--- config.mk ---
export PLATFORM = sky130hd
export DESIGN_NAME = bdt_front
export DESIGN_NICKNAME = d
export VERILOG_FILES = /design/src/design/bdt_pkg.sv /design/src/design/bdt_front.sv
export SDC_FILE = /design/constraint.sdc
export NUM_CORES = 1
export LEC_CHECK = 0
export ABC_AREA = 1
export BUFFER_PORTS_ARGS = -buffer_cell sky130_fd_sc_hd__buf_2
export CORE_ASPECT_RATIO = 1.75
export CORE_MARGIN = 4
export CORE_UTILIZATION = 55
export DETAILED_ROUTE_END_ITERATION = 10
export PLACE_DENSITY_LB_ADDON = 0.05
export SETUP_SLACK_MARGIN = 0.3
export SYNTH_ARGS = -nofsm -noshare
export SYNTH_HDL_FRONTEND = slang
export SYNTH_SLANG_ARGS = --single-unit
--- constraint.sdc ---
create_clock -name clk -period 12.2 [get_ports clk]
set_clock_uncertainty 0.1 [all_clocks]
set_input_delay 1.22 -clock clk [delete_from_list [all_inputs] [get_ports clk]]
set_output_delay 1.22 -clock clk [all_outputs]
set_load 0.01 [all_outputs]
--- src/design/bdt_pkg.sv ---
// Shared types, widths and codes of the decision tree evaluator.
package bdt_pkg;

	localparam int NODE_DEPTH = 1024;
	localparam int NODE_AW = 10;
	localparam int BIT_W = 6;
	localparam int FEAT_W = 64;
	localparam int LVL_W = 7;
	localparam int FC_W = 7;
	localparam int NODE_W = 2 + BIT_W + 2 * NODE_AW;
	localparam int IN_DATA_W = 104;
	localparam int OUT_DATA_W = 16;
	localparam int FEATURE_BITS_DEF = 64;
	localparam logic [FC_W-1:0] FC_RESET = 7'd64;

	localparam logic CMD_WRITE = 1'b0;
	localparam logic CMD_EVAL = 1'b1;

	localparam logic [1:0] ST_OK = 2'd0;
	localparam logic [1:0] ST_BAD_BIT = 2'd1;
	localparam logic [1:0] ST_TOO_LONG = 2'd2;

	typedef struct packed {
		logic is_leaf;
		logic value;
		logic [BIT_W-1:0] split_bit;
		logic [NODE_AW-1:0] zero_child;
		logic [NODE_AW-1:0] one_child;
	} node_t;

	// A queued command: a node write carries index and node word, an
	// evaluation carries the feature vector.
	typedef struct packed {
		logic cmd;
		logic [FEAT_W-1:0] payload;
	} qent_t;

	typedef struct packed {
		logic valid;
		qent_t entry;
	} qhead_t;

endpackage

--- src/design/bdt_front.sv ---
// Input side: takes beats, sorts them into node writes and evaluations, queues them.
module bdt_front (
	input logic clk,
	input logic arst_n,
	input logic s_axis_tvalid,
	output logic s_axis_tready,
	input logic [bdt_pkg::IN_DATA_W-1:0] s_axis_tdata,
	input logic s_axis_tuser,
	output bdt_pkg::qhead_t head,
	input logic pop
);
	import bdt_pkg::*;

	localparam int QD = 2;

	qent_t q_q [QD];
	logic wptr_q, rptr_q;
	logic [1:0] cnt_q;
	qent_t ent;
	logic push;

	always_comb begin
		ent.cmd = s_axis_tuser;
		if (s_axis_tuser == CMD_EVAL) begin
			ent.payload = s_axis_tdata[38 +: FEAT_W];
		end else begin
			ent.payload = '0;
			ent.payload[NODE_W +: NODE_AW] = s_axis_tdata[9:0];
			ent.payload[NODE_W-1:0] = {s_axis_tdata[10], s_axis_tdata[11],
				s_axis_tdata[17:12], s_axis_tdata[27:18], s_axis_tdata[37:28]};
		end
	end

	assign s_axis_tready = (cnt_q != 2'(QD));
	assign push = s_axis_tvalid && s_axis_tready;
	assign head.valid = (cnt_q != 2'd0);
	assign head.entry = q_q[rptr_q];

	always_ff @(posedge clk) begin
		if (push) begin
			q_q[wptr_q] <= ent;
		end
	end

	always_ff @(posedge clk or negedge arst_n) begin
		if (!arst_n) begin
			wptr_q <= 1'b0;
			rptr_q <= 1'b0;
			cnt_q <= 2'd0;
		end else begin
			if (push) begin
				wptr_q <= ~wptr_q;
			end
			if (pop) begin
				rptr_q <= ~rptr_q;
			end
			case ({push, pop})
				2'b10: cnt_q <= cnt_q + 2'd1;
				2'b01: cnt_q <= cnt_q - 2'd1;
				default: cnt_q <= cnt_q;
			endcase
		end
	end
endmodule

==> summary.txt, run 1 <==
Timing
  – Slew headroom: a little under a quarter
  – Transition time at the pin with the least slew margin: 1.15 ns
  – Unrepaired setup endpoints after global routing: no
  – Fmax: about 290 MHz
  – Final critical path time including I/O delays and setup: between 3 and 4 ns
  – Final slew viol count: 0
  – Count of endpoints failing setup in the final report: 0
  – Number of hold violations in the final report: 0
  – Setup TNS Final: 0 ns
  – Ratio of final minimum period to clock period: 28.6%

Clock network
  – CTS max path bufs: 2
  – Clk_lat worst skew: 0.40 ns
  – Count of cells resized by post-cts repair: 0
  – Post-CTS Hold Fix Bufs: 0
  – Clock buffers created by TritonCTS: 17
  – Root Buffer: sky130_fd_sc_hd__clkbuf_16
  – Post-CTS setup buffers: 0
  – Worst-path clk slew: 0.05 ns
  – CTS tree: built
  – Number of clock sinks seen by CTS: 134
  – Max H-tree Level: 4

Route
  – Per-cell routed wire length: 13.3 um
  – Total length of routed wires: 11.3 mm
  – Vias after detailed routing: 4,050
  – Number of remaining DRC errors: 0
  – Antenna-violating nets left: 0
  – Initial DRT Pass Iterations: 4
  – Iteration-0 DRC count of the detailed router: around 240
  – Vias per cell: 4.76

Worst setup path
  – Category of the worst setup path launch point: register
  – Capturing element type of the critical path: primary output
  – Critical path arrival: around 2.2 ns
  – R2R Path End: q_q[0][31]
  – Source of the worst register-to-register timing path: cnt_q[0]
  – Category of the most critical setup path: register to primary output
  – R2r setup slk: 9.84 ns
  – Required time at the worst-slack endpoint: 10.88 ns
  – CP Capture Point: head[31]
  – Startpoint of the worst setup timing path: rptr_q
  – Largest fanout on the critical path: between 100 and 150
  – Register-to-Register Path Depth: 5

Pwr
  – Switching fraction of total power: 31.0%
  – Portion of total power attributed to combinational logic: 24.2%
  – Static leakage: 3.50 nW
  – Worst ir drop on vdd: 0.150 mV
  – Int Pwr: approximately 1.1 mW
  – Clk network pwr share: 32.6%
  – Net switching power figure: approximately 510 uW
  – Power density relative to cell area: between 200 and 250 nW/um^2
  – Fraction of power consumed by sequential logic: a little over two fifths

Floorplan
  – Die Area: roughly 12,000 sq um
  – Total core area: 10,200 sq um
  – Initial core utilization: 56.1%
  – Vertical die dimension: 143 um
  – Horizontal die dimension: around 85 um
  – Number of standard-cell rows in the floorplan: 49
  – Top-level port count: 176

Global routing
  – Largest net degree at the start of global routing: 132
  – Initial antenna violation count: 0
  – Global route overflow: 0
  – Number of global-route vias before repair: 3,921
  – Global-route wire length before repair: roughly 18 mm
  – GRT Total Usage: 19.1%

Cells and area
  – Count of nets after finishing: 821
  – Top library cells by usage in the layout, fill and taps aside: sky130_fd_sc_hd__buf_2, sky130_fd_sc_hd__nand2_1, sky130_fd_sc_hd__inv_1, sky130_fd_sc_hd__edfxtp_1, sky130_fd_sc_hd__o21ai_0
  – Area taken by multi-input logic gates: between 1000 and 1500 sq um
  – Area Overhead vs Synth: 26.9%
  – Number of filler cells placed in the layout: 788
  – Sequential cell area: about 4000 sq um
  – Share of the core filled with cells: 71.2%
  – Diode count: 0
  – Proportion of layout cells with a drive suffix above 1: 28.9%
  – Most common cell after layout, fill and taps aside: sky130_fd_sc_hd__buf_2

Place
  – Routability Congestion: 0.716
  – Detailed-placement wirelength estimate: 7.22 mm
  – IO Port Bufs: roughly 170

Yosys
  – Flops & latches, synth: 134
  – Sequential fraction of the synthesis area: between 60% and 70%
  – Leading post-synthesis cells by cell area: sky130_fd_sc_hd__edfxtp_1, sky130_fd_sc_hd__o21ai_0, sky130_fd_sc_hd__nand2_1
  – Number of standard cells after synthesis: 541
  – Post-synthesis cell area: 5750 sq um
  – Nets in the synthesized netlist: 651
  – Number of warning messages in the yosys log: 0
  – Synth area leader: sky130_fd_sc_hd__edfxtp_1
  – Post-Synthesis Mean Instance Area: 10.6 sq um
  – Top cell type's share of synthesized area: 67.9%
  – Distinct cell type count after synthesis: 17

Worst hold path
  – Type of the tightest min-delay check: register to register

Job
  – Max-cap viol count: 0

Status
  – Run status: completed
## cell type report
cell class                 count  share of cell area (%)
clock buffer                  17                    5.83
clock inverter                14                    2.86
inverter                     134                    6.90
multi-input combinational    248                    15.1
sequential                   134                    54.9
tap                          127                    2.18
timing repair buffer         176                    12.2
## flip-flops by register name, summed over array words and instances (netlist names)
name    flops
cnt_q       2
q_q       130
rptr_q      1
wptr_q      1
## routing by layer
metal  global-route usage (%)  up-vias  wire [um]
met2                     34.2      136       6090
met4                     9.26        0        286
met3                     4.97       20        767
li1                         -     2058          -
met1                     20.5     1836       4130
met5                        0        -          0
## worst min-delay path by stage
stage,endpoint,from,cells after the start
finish,cnt_q[0],cnt_q[0],1
CTS,cnt_q[0],cnt_q[0],1
detailed placement,cnt_q[0],cnt_q[0],1
global placement,cnt_q[0],cnt_q[0],1
floorplan,cnt_q[0],cnt_q[0],1
global route,cnt_q[0],cnt_q[0],1
## power groups by stage
stage | Clock (mW) | Combinational, mW | Sequential (mW)
2_1_floorplan | 0 | 0.286 | 0.675
3_3_place_gp | 0 | 0.396 | 0.719
3_5_place_dp | 0 | 0.407 | 0.726
4_1_cts | 0.548 | 0.411 | 0.718
5_1_grt | 0.572 | 0.452 | 0.734
6_report | 0.540 | 0.401 | 0.717
## critical path, stage by stage (launching register included)
cell	delay (ns)
sky130_fd_sc_hd__dfrtp_4	1.13
sky130_fd_sc_hd__o21ai_0	0.33
sky130_fd_sc_hd__buf_2	0.22
## cells in the mapped netlist
| cell | number |
|---|---|
| sky130_fd_sc_hd__a21oi_1 | 1 |
| sky130_fd_sc_hd__buf_2 | 10 |
| sky130_fd_sc_hd__buf_4 | 5 |
| sky130_fd_sc_hd__buf_6 | 4 |
| sky130_fd_sc_hd__clkbuf_1 | 6 |
| sky130_fd_sc_hd__dfrtp_1 | 4 |
| sky130_fd_sc_hd__edfxtp_1 | 130 |
| sky130_fd_sc_hd__ha_1 | 1 |
| sky130_fd_sc_hd__inv_1 | 134 |
| sky130_fd_sc_hd__nand2_1 | 135 |
| sky130_fd_sc_hd__nand2_2 | 1 |
| sky130_fd_sc_hd__nand3_1 | 1 |
| sky130_fd_sc_hd__nand4_1 | 1 |
| sky130_fd_sc_hd__nor2_1 | 3 |
| sky130_fd_sc_hd__o21ai_0 | 103 |
| sky130_fd_sc_hd__xnor2_1 | 1 |
| sky130_fd_sc_hd__xor2_1 | 1 |
## metrics by stage
| stage | instances | setup slack [ns] | hold WS (ns) | power (mW) | area (sq um) |
|---|---|---|---|---|---|
| after floorplan | 541 | 7.56 | 0.367 | 0.961 | 5750 |
| after global placement | 819 | 9.11 | 0.385 | 1.12 | 6660 |
| after detailed placement | 819 | 9.08 | 0.413 | 1.13 | 6660 |
| after CTS | 850 | 8.71 | 0.419 | 1.68 | 7290 |
| after global routing | 850 | 8.51 | 0.456 | 1.76 | 7290 |
| final | 850 | 8.70 | 0.424 | 1.66 | 7290 |
## logic make-up after synthesis
| kind of cell | after synthesis | share of synthesized area (%) |
|---|---|---|
| adders and majority gates | 1 | 0.218 |
| buffers and inverters | 159 | 11.4 |
| xor gates and xnor gates | 2 | 0.305 |
| and+or+nand+nor | 141 | 9.32 |
| DFF | 134 | 69.7 |
| AOI/OAI and AO/OA | 104 | 9.06 |
Note: power is estimated with default switching activity, not from simulation.
==> run 2, diff against run 1 <==
- CORE_UTILIZATION: 55 -> 46
- clock period: 12.2 -> 2.9 ns (I/O delays scaled with it)
==> run 2 against run 1 <==
Against the previous run:
- flip-flop and latch count unchanged
- routed wire length increased by 4.1%
- non-clock buffer count increased by 8
- sequential share of layout area decreased by 1.2 points
- clock-buffer cell count increased by 1
- design area increased by 2.2%
- setup slack got worse by 8.0 ns
- die area increased by 18%
- via count increased by 0.47%
- register-to-register slack got worse by 8.8 ns
- highest routed layer is now met5
==> summary.txt, run 2 (synthesis gave the netlist of run 1 again) <==
Floorplan
  – Top-level port count: 176 (unchanged)
  – Total core area: 12,100 sq um (+19%)
  – Vertical die dimension: 156 um (+8.8%)
  – Initial core utilization: 47.4% (-8.8 points)
  – Horizontal die dimension: 92.5 um (+8.5%)
  – Number of standard-cell rows in the floorplan: 53 (+8.2%)
  – Die Area: 14,400 sq um (+18%)

Cells and area
  – Most flops, register: q_q
  – Most common cell after layout, fill and taps aside: sky130_fd_sc_hd__buf_2
  – Area Overhead vs Synth: 29.7%
  – Fin cells: 895 (+5.3%)
  – Max reg flops: 130 (unchanged)
  – Proportion of layout cells with a drive suffix above 1: 29.5% (+0.54 points)
  – Share of the core filled with cells: 61.4% (-9.8 points)
  – Largest registers in the final layout: q_q (130), cnt_q (2)
  – Top library cells by usage in the layout, fill and taps aside: sky130_fd_sc_hd__buf_2, sky130_fd_sc_hd__nand2_1, sky130_fd_sc_hd__inv_1, sky130_fd_sc_hd__edfxtp_1, sky130_fd_sc_hd__o21ai_0
  – Design area: 7450 sq um (+2.2%)
  – Count of nets after finishing: 829 (+0.97%)
  – Diode count: 0 (unchanged)

Worst setup path
  – Category of the most critical setup path: register to primary output
  – Category of the worst setup path launch point: register
  – Critical path arrival: 1.81 ns (-0.37 ns)
  – Capturing element type of the critical path: primary output
  – Family with the most delay on the worst path: flip-flops
  – Cells along the critical path: buf_4, nand2_1, o21ai_0, buf_2
  – Register-to-Register Path Depth: 5 (unchanged)
  – Logic depth of the worst setup path including buffers: 4 (+2)
  – Required time at the worst-slack endpoint: 2.51 ns (-8.37 ns)
  – Largest fanout on the critical path: 35 (-73%)
  – Critical Path Slowest Stage Cell: sky130_fd_sc_hd__dfrtp_4
  – Worst path buffer plus inverter count: 2 (+1)
  – Max incr delay on CP: 0.68 ns (-0.45 ns)

Place
  – IO Port Bufs: 173 (unchanged)
  – Number of placed instances with taps included: 862 (+5.3%)
  – Routability Congestion: 0.732 (+2.2%)
  – Area of placed instances: 6760 sq um (+1.5%)
  – Pre-CTS setup slack: 0.900 ns (-8.18 ns)
  – Detailed-placement wirelength estimate: 7.75 mm (+7.4%)

Pwr
  – Power density relative to cell area: 959 nW/um^2 (+320%)
  – Overall power: 7.15 mW (+330%)
  – Static leakage: 3.57 nW (+2.0%)
  – Portion of total power attributed to combinational logic: 27.1% (+2.9 points)
  – Worst ir drop on vdd: 0.491 mV (+230%)
  – Fraction of power consumed by sequential logic: 40.0% (-3.2 points)
  – Int Pwr: 4.97 mW (+330%)
  – Net switching power figure: 2.18 mW (+320%)
  – Clk network pwr share: 32.9% (+0.3 points)
  – Switching fraction of total power: 30.5% (-0.47 points)

Clock network
  – CTS max path bufs: 2 (unchanged)
  – Root Buffer: sky130_fd_sc_hd__clkbuf_16
  – Number of clock sinks seen by CTS: 134 (unchanged)
  – CTS tree: built
  – Clock buffers created by TritonCTS: 17 (unchanged)
  – Clk_lat worst skew: 0.40 ns (about the same)
  – Max H-tree Level: 4 (unchanged)
  – Worst-path clk slew: 0.05 ns (about the same)

Timing
  – Ratio of final minimum period to clock period: 75.9%
  – Fmax: 454 MHz
  – Slew headroom: 59.9% (+37 points)
  – Transition time at the pin with the least slew margin: 0.601 ns (-0.550 ns)
  – Unrepaired setup endpoints after global routing: no
  – Setup TNS Final: 0 ns (unchanged)
  – Final critical path time including I/O delays and setup: 2.20 ns
  – Count of endpoints failing setup in the final report: 0 (unchanged)
  – Final slew viol count: 0 (unchanged)
  – Setup WS post-layout: 0.700 ns (-8.01 ns)
  – Number of hold violations in the final report: 0 (unchanged)
  – Minimum hold slack: 0.0547 ns (-0.370 ns)

Route
  – Antenna-violating nets left: 0 (unchanged)
  – Per-cell routed wire length: 13.1 um (-1.2%)
  – Iteration-0 DRC count of the detailed router: 125 (-47%)
  – Initial DRT Pass Iterations: 4 (unchanged)
  – Number of remaining DRC errors: 0 (unchanged)
  – Total length of routed wires: 11.7 mm (+4.1%)
  – Vias per cell: 4.55 (-4.6%)
  – Vias after detailed routing: 4,069 (+0.47%)

Global routing
  – Initial antenna violation count: 1 (+1)
  – Largest net degree at the start of global routing: 105 (-20%)
  – Global-route wire length before repair: 18.1 mm (+1.2%)
  – Global route overflow: 0 (unchanged)
  – GRT Total Usage: 16.3% (-2.8 points)
  – Number of global-route vias before repair: 3,919 (-0.051%)

Worst hold path
  – Number of instances on the worst hold path: 3 (+2)
  – Type of the tightest min-delay check: primary input to register

Job
  – Max-cap viol count: 0 (unchanged)

Status
  – Run status: completed
-- run 2: cell types whose count changed in the layout (fill, tap and decap cells not counted) --
cell and change:
sky130_fd_sc_hd__clkinv_1 -2, sky130_fd_sc_hd__dlygate4sd3_1 +2, sky130_fd_sc_hd__inv_6 +1, sky130_fd_sc_hd__clkinv_4 +2
sky130_fd_sc_hd__bufinv_16 +1, sky130_fd_sc_hd__clkbuf_1 +1, sky130_fd_sc_hd__clkinvlp_4 -4, sky130_fd_sc_hd__buf_12 +2
sky130_fd_sc_hd__buf_4 +4
-- run 2: per-layer routing --
| layer | track usage, % | routed length [um] | vias to the layer above | share of wire (%) |
|---|---|---|---|---|
| li1 | - | - | 2075 | - |
| met1 | 17.4 | 4660 | 1845 | 40 |
| met2 | 28.9 | 6100 | 125 | 52 |
| met3 | 5.60 | 755 | 22 | 6.4 |
| met4 | 7.02 | 210 | 2 | 1.8 |
| met5 | 0 | 13 | - | 0.11 |
-- run 2: power groups by stage --
stage | clock network, mW | registers (mW) | logic, mW
3_5_place_dp | 0 | 2.95 | 1.88
4_1_cts | 2.41 | 2.92 | 1.89
2_1_floorplan | 0 | 2.82 | 1.21
6_report | 2.35 | 2.86 | 1.93
5_1_grt | 2.49 | 2.92 | 2.17
3_3_place_gp | 0 | 2.93 | 1.85
-- run 2: worst register-to-register path, stage by stage (launching register included) --
cell and delay (ns):
sky130_fd_sc_hd__dfrtp_1 0.37, sky130_fd_sc_hd__inv_1 0.09, sky130_fd_sc_hd__nand2_2 0.08, sky130_fd_sc_hd__nand2_1 0.15, sky130_fd_sc_hd__nor2_4 0.12, sky130_fd_sc_hd__buf_4 0.51
-- run 2: cell type report --
type | instances | area, sq um
Multi-Input combinational cell | 248 | 1100
Fill cell | 1060 | 4680
Inverter | 134 | 503
Clock inverter | 12 | 228
Clock buffer | 18 | 429
Tap cell | 165 | 206
Timing Repair Buffer | 184 | 978
Sequential cell | 134 | 4010
-- run 2: path summary, 6_finish.rpt --
check | from | to | slack (ns)
worst max-delay path | rptr_q | head[36] | 0.70
worst min register to register | cnt_q[0] | cnt_q[0] | 0.40
max in group asynchronous | arst_n | rptr_q | 2.42
min in group asynchronous | arst_n | rptr_q | 0.14
worst min-delay path | s_axis_tvalid | wptr_q | 0.05
worst max register to register | cnt_q[0] | q_q[0][33] | 1.09
-- run 2: what timing repair did --
action                                  CTS  global route
hold buffers                              2             0
gates resized for setup                   0             0
buffers inserted                          0             1
hold endpoints to repair                  5             0
endpoints found under the setup margin    0             1
==> run 3, diff against run 2 <==
- ABC_AREA: 1 -> 0
- CORE_UTILIZATION: 46 -> 51
- clock period: 2.9 -> 2.23 ns (I/O delays scaled with it)
==> run 3 against run 2 <==
Against the previous run:
- hold slack worse by 0.032 ns
- non-clock buffer count rose by 1
- via count is 24% lower
- die area decreased by 10%
==> summary.txt, run 3 <==
Place
  – Routability Congestion: 0.677 (-7.6%)
  – Area of placed instances: 6790 sq um (+0.44%)
  – IO Port Bufs: 173 (unchanged)
  – Detailed-placement wirelength estimate: 7.54 mm (-2.8%)

Cells and area
  – Count of nets after finishing: 589 (-29%)
  – Most flops, register: q_q
  – Top library cells by usage in the layout, fill and taps aside: sky130_fd_sc_hd__buf_2, sky130_fd_sc_hd__edfxtp_1, sky130_fd_sc_hd__mux2_2, sky130_fd_sc_hd__mux2_4, sky130_fd_sc_hd__and2_1
  – Largest registers in the final layout: q_q (130), cnt_q (2)
  – Max reg flops: 130 (unchanged)
  – Area Overhead vs Synth: 29.7% (about the same)
  – Share of the core filled with cells: 68.2% (+6.8 points)
  – Design area: 7380 sq um (-0.92%)
  – Most common cell after layout, fill and taps aside: sky130_fd_sc_hd__buf_2
  – Proportion of layout cells with a drive suffix above 1: 65.7% (+36 points)
  – Diode count: 0 (unchanged)

Global routing
  – Largest net degree at the start of global routing: 67 (-36%)
  – Global routing's busiest layer: met2
  – Initial antenna violation count: 1 (unchanged)
  – Grt met3 use: 5.08% (-0.52 points)
  – Met1 demand-to-capacity share in global routing: 16.3% (-1.1 points)
  – Met2 Use GR: 32.5% (+3.6 points)
  – Number of global-route vias before repair: 3,479 (-11%)
  – GRT Total Usage: 17.0% (+0.71 points)
  – Global route overflow: 0 (unchanged)
  – Global-route wire length before repair: 16.4 mm (-9.1%)

Route
  – Per-cell routed wire length: 17.3 um (+32%)
  – Number of remaining DRC errors: 0 (unchanged)
  – Iteration-0 DRC count of the detailed router: 58 (-54%)
  – Antenna-violating nets left: 0 (unchanged)
  – Vias after detailed routing: 3,111 (-24%)
  – Initial DRT Pass Iterations: 4 (unchanged)
  – Total length of routed wires: 10.7 mm (-8.6%)
  – Vias per cell: 5.00 (+10%)

Worst setup path
  – Capturing element type of the critical path: primary output
  – Required time at the worst-slack endpoint: 1.91 ns (-0.60 ns)
  – Category of the worst setup path launch point: register
  – Cells along the critical path: buf_12, mux2_2, buf_2
  – Largest fanout on the critical path: 24 (-31%)
  – Max incr delay on CP: 0.48 ns (-0.20 ns)
  – Category of the most critical setup path: register to primary output
  – Critical path arrival: 1.59 ns (-0.22 ns)
  – Critical Path Slowest Stage Cell: sky130_fd_sc_hd__dfrtp_4

Yosys
  – Leading post-synthesis cells by cell area: sky130_fd_sc_hd__edfxtp_1, sky130_fd_sc_hd__mux2_2, sky130_fd_sc_hd__mux2_4
  – Synth area leader: sky130_fd_sc_hd__edfxtp_1
  – Most common flop cell mapped by yosys: sky130_fd_sc_hd__edfxtp_1
  – Post-synthesis share of cell area spent on full adders, half adders and majority gates: 0.220% (+0.0021 points)
  – Synthesized-area fraction occupied by and/or/nand/nor cells: 3.38% (-5.9 points)
  – Distinct cell type count after synthesis: 16 (-1)
  – Nets in the synthesized netlist: 399 (-39%)
  – Main combinational cell family by area after synthesis: multiplexers
  – Synthesized-area fraction occupied by ao, oa, aoi and oai cells: 0% (-9.1 points)
  – Xor/xnor cell area share of the yosys netlist: 0.769% (+0.46 points)
  – Leading cell types by count after synthesis: sky130_fd_sc_hd__edfxtp_1, sky130_fd_sc_hd__mux2_2, sky130_fd_sc_hd__mux2_4
  – Post-Synthesis Mean Instance Area: 19.7 sq um (+85%)
  – Top cell type's share of synthesized area: 68.6% (+0.66 points)
  – Sequential fraction of the synthesis area: 70.3% (+0.67 points)
  – Async set or reset register ratio after synthesis: 2.99% (unchanged)
  – Number of warning messages in the yosys log: 0 (unchanged)
  – Count of flip-flops with a built-in enable after synthesis: 130 (unchanged)
  – Post-synthesis cell area: 5690 sq um (-0.96%)
  – Number of standard cells after synthesis: 289 (-47%)
  – Share of synthesized area spent on multiplexers: 23.0% (+23 points)
  – Most frequently used cell type in the post-synthesis netlist: sky130_fd_sc_hd__edfxtp_1
  – Flops & latches, synth: 134 (unchanged)

Timing
  – Fmax: 522 MHz
  – Setup TNS Final: 0 ns (unchanged)
  – Final critical path time including I/O delays and setup: 1.92 ns
  – Transition time at the pin with the least slew margin: 0.489 ns (-0.113 ns)
  – Number of hold violations in the final report: 0 (unchanged)
  – Final slew viol count: 0 (unchanged)
  – Minimum hold slack: 0.0231 ns (-0.0316 ns)
  – Ratio of final minimum period to clock period: 85.9%
  – Unrepaired setup endpoints after global routing: yes
  – Slew headroom: 67.4% (+7.4 points)
  – Count of endpoints failing setup in the final report: 0 (unchanged)

Worst hold path
  – Type of the tightest min-delay check: primary input to register

Clock network
  – Worst-path clk slew: 0.06 ns (about the same)
  – Max H-tree Level: 4 (unchanged)
  – CTS max path bufs: 2 (unchanged)
  – CTS tree: built
  – Root Buffer: sky130_fd_sc_hd__clkbuf_16
  – Number of clock sinks seen by CTS: 134 (unchanged)
  – Clk_lat worst skew: 0.40 ns (about the same)
  – Clock buffers created by TritonCTS: 17 (unchanged)

Pwr
  – Power density relative to cell area: 1240 nW/um^2 (+30%)
  – Overall power: 9.18 mW (+28%)
  – Static leakage: 2.99 nW (-16%)
  – Worst ir drop on vdd: 0.667 mV (+36%)

Floorplan
  – Total core area: 10,800 sq um (-11%)
  – Number of standard-cell rows in the floorplan: 50 (-5.7%)
  – Die Area: 13,000 sq um (-10%)
  – Vertical die dimension: 148 um (-5.2%)
  – Initial core utilization: 52.6% (+5.2 points)
  – Top-level port count: 176 (unchanged)
  – Horizontal die dimension: 87.9 um (-5.0%)

Status
  – Run status: completed

Job
  – Max-cap viol count: 0 (unchanged)
## run 3: worst max-delay path: cells and delay by family, from the launching register on
family | cells | cell delay, ns
buffers and inverters | 2 | 0.34
DFF | 1 | 0.48
muxes | 1 | 0.35
## run 3: routing by layer
layer	share of wire, %	vias up
li1	-	1497
met1	34	1500
met2	58	101
met3	6.7	11
met4	1.1	2
met5	0.12	-
## run 3: kinds of logic (layout without fill, tap and decap cells)
family | count (synthesis) | count (layout)
muxes | 103 | 103
xor gates and xnor gates | 5 | 5
DFF | 134 | 134
adders and majority gates | 1 | 1
buffers and inverters | 14 | 217
and+or+nand+nor | 32 | 32
## run 3: power by group
part,total [mW],leakage [nW],internal [mW],switching (mW)
combinational,2.97,1.47,1.55,1.42
sequential,3.67,1.26,3.48,0.188
clock,2.55,0.259,1.54,1.01
## run 3: area by class of cell
type                       count  area (sq um)
clock buffer                  18           429
multi-input combinational    141          1580
clock inverter                14           130
fill                         782          3440
sequential                   134          4010
tap                          130           163
timing repair buffer         185          1070
## run 3: path summary, 6_finish.rpt
path	startpoint	endpoint	slack [ns]	cells past startpoint
max	rptr_q	head[11]	0.31	3
min	s_axis_tdata[95]	q_q[0][57]	0.02	2
max reg2reg	cnt_q[0]	q_q[0][38]	0.50	4
min reg2reg	cnt_q[1]	cnt_q[1]	0.46	1
max in group asynchronous	arst_n	rptr_q	1.83	2
min in group asynchronous	arst_n	wptr_q	0.06	2
## run 3: per-stage QoR
stage | std cells | setup WS [ns]
2_1_floorplan | 289 | 0.120
3_3_place_gp | 587 | 0.474
3_5_place_dp | 587 | 0.469
4_1_cts | 622 | 0.276
5_1_grt | 622 | 0.249
6_report | 622 | 0.314
## run 3: repair_timing
action,CTS,global route
resized for setup,2,1
buffers inserted,1,0
endpoints found under the setup margin,52,47
hold endpoints to repair,5,0
hold buffers,2,0
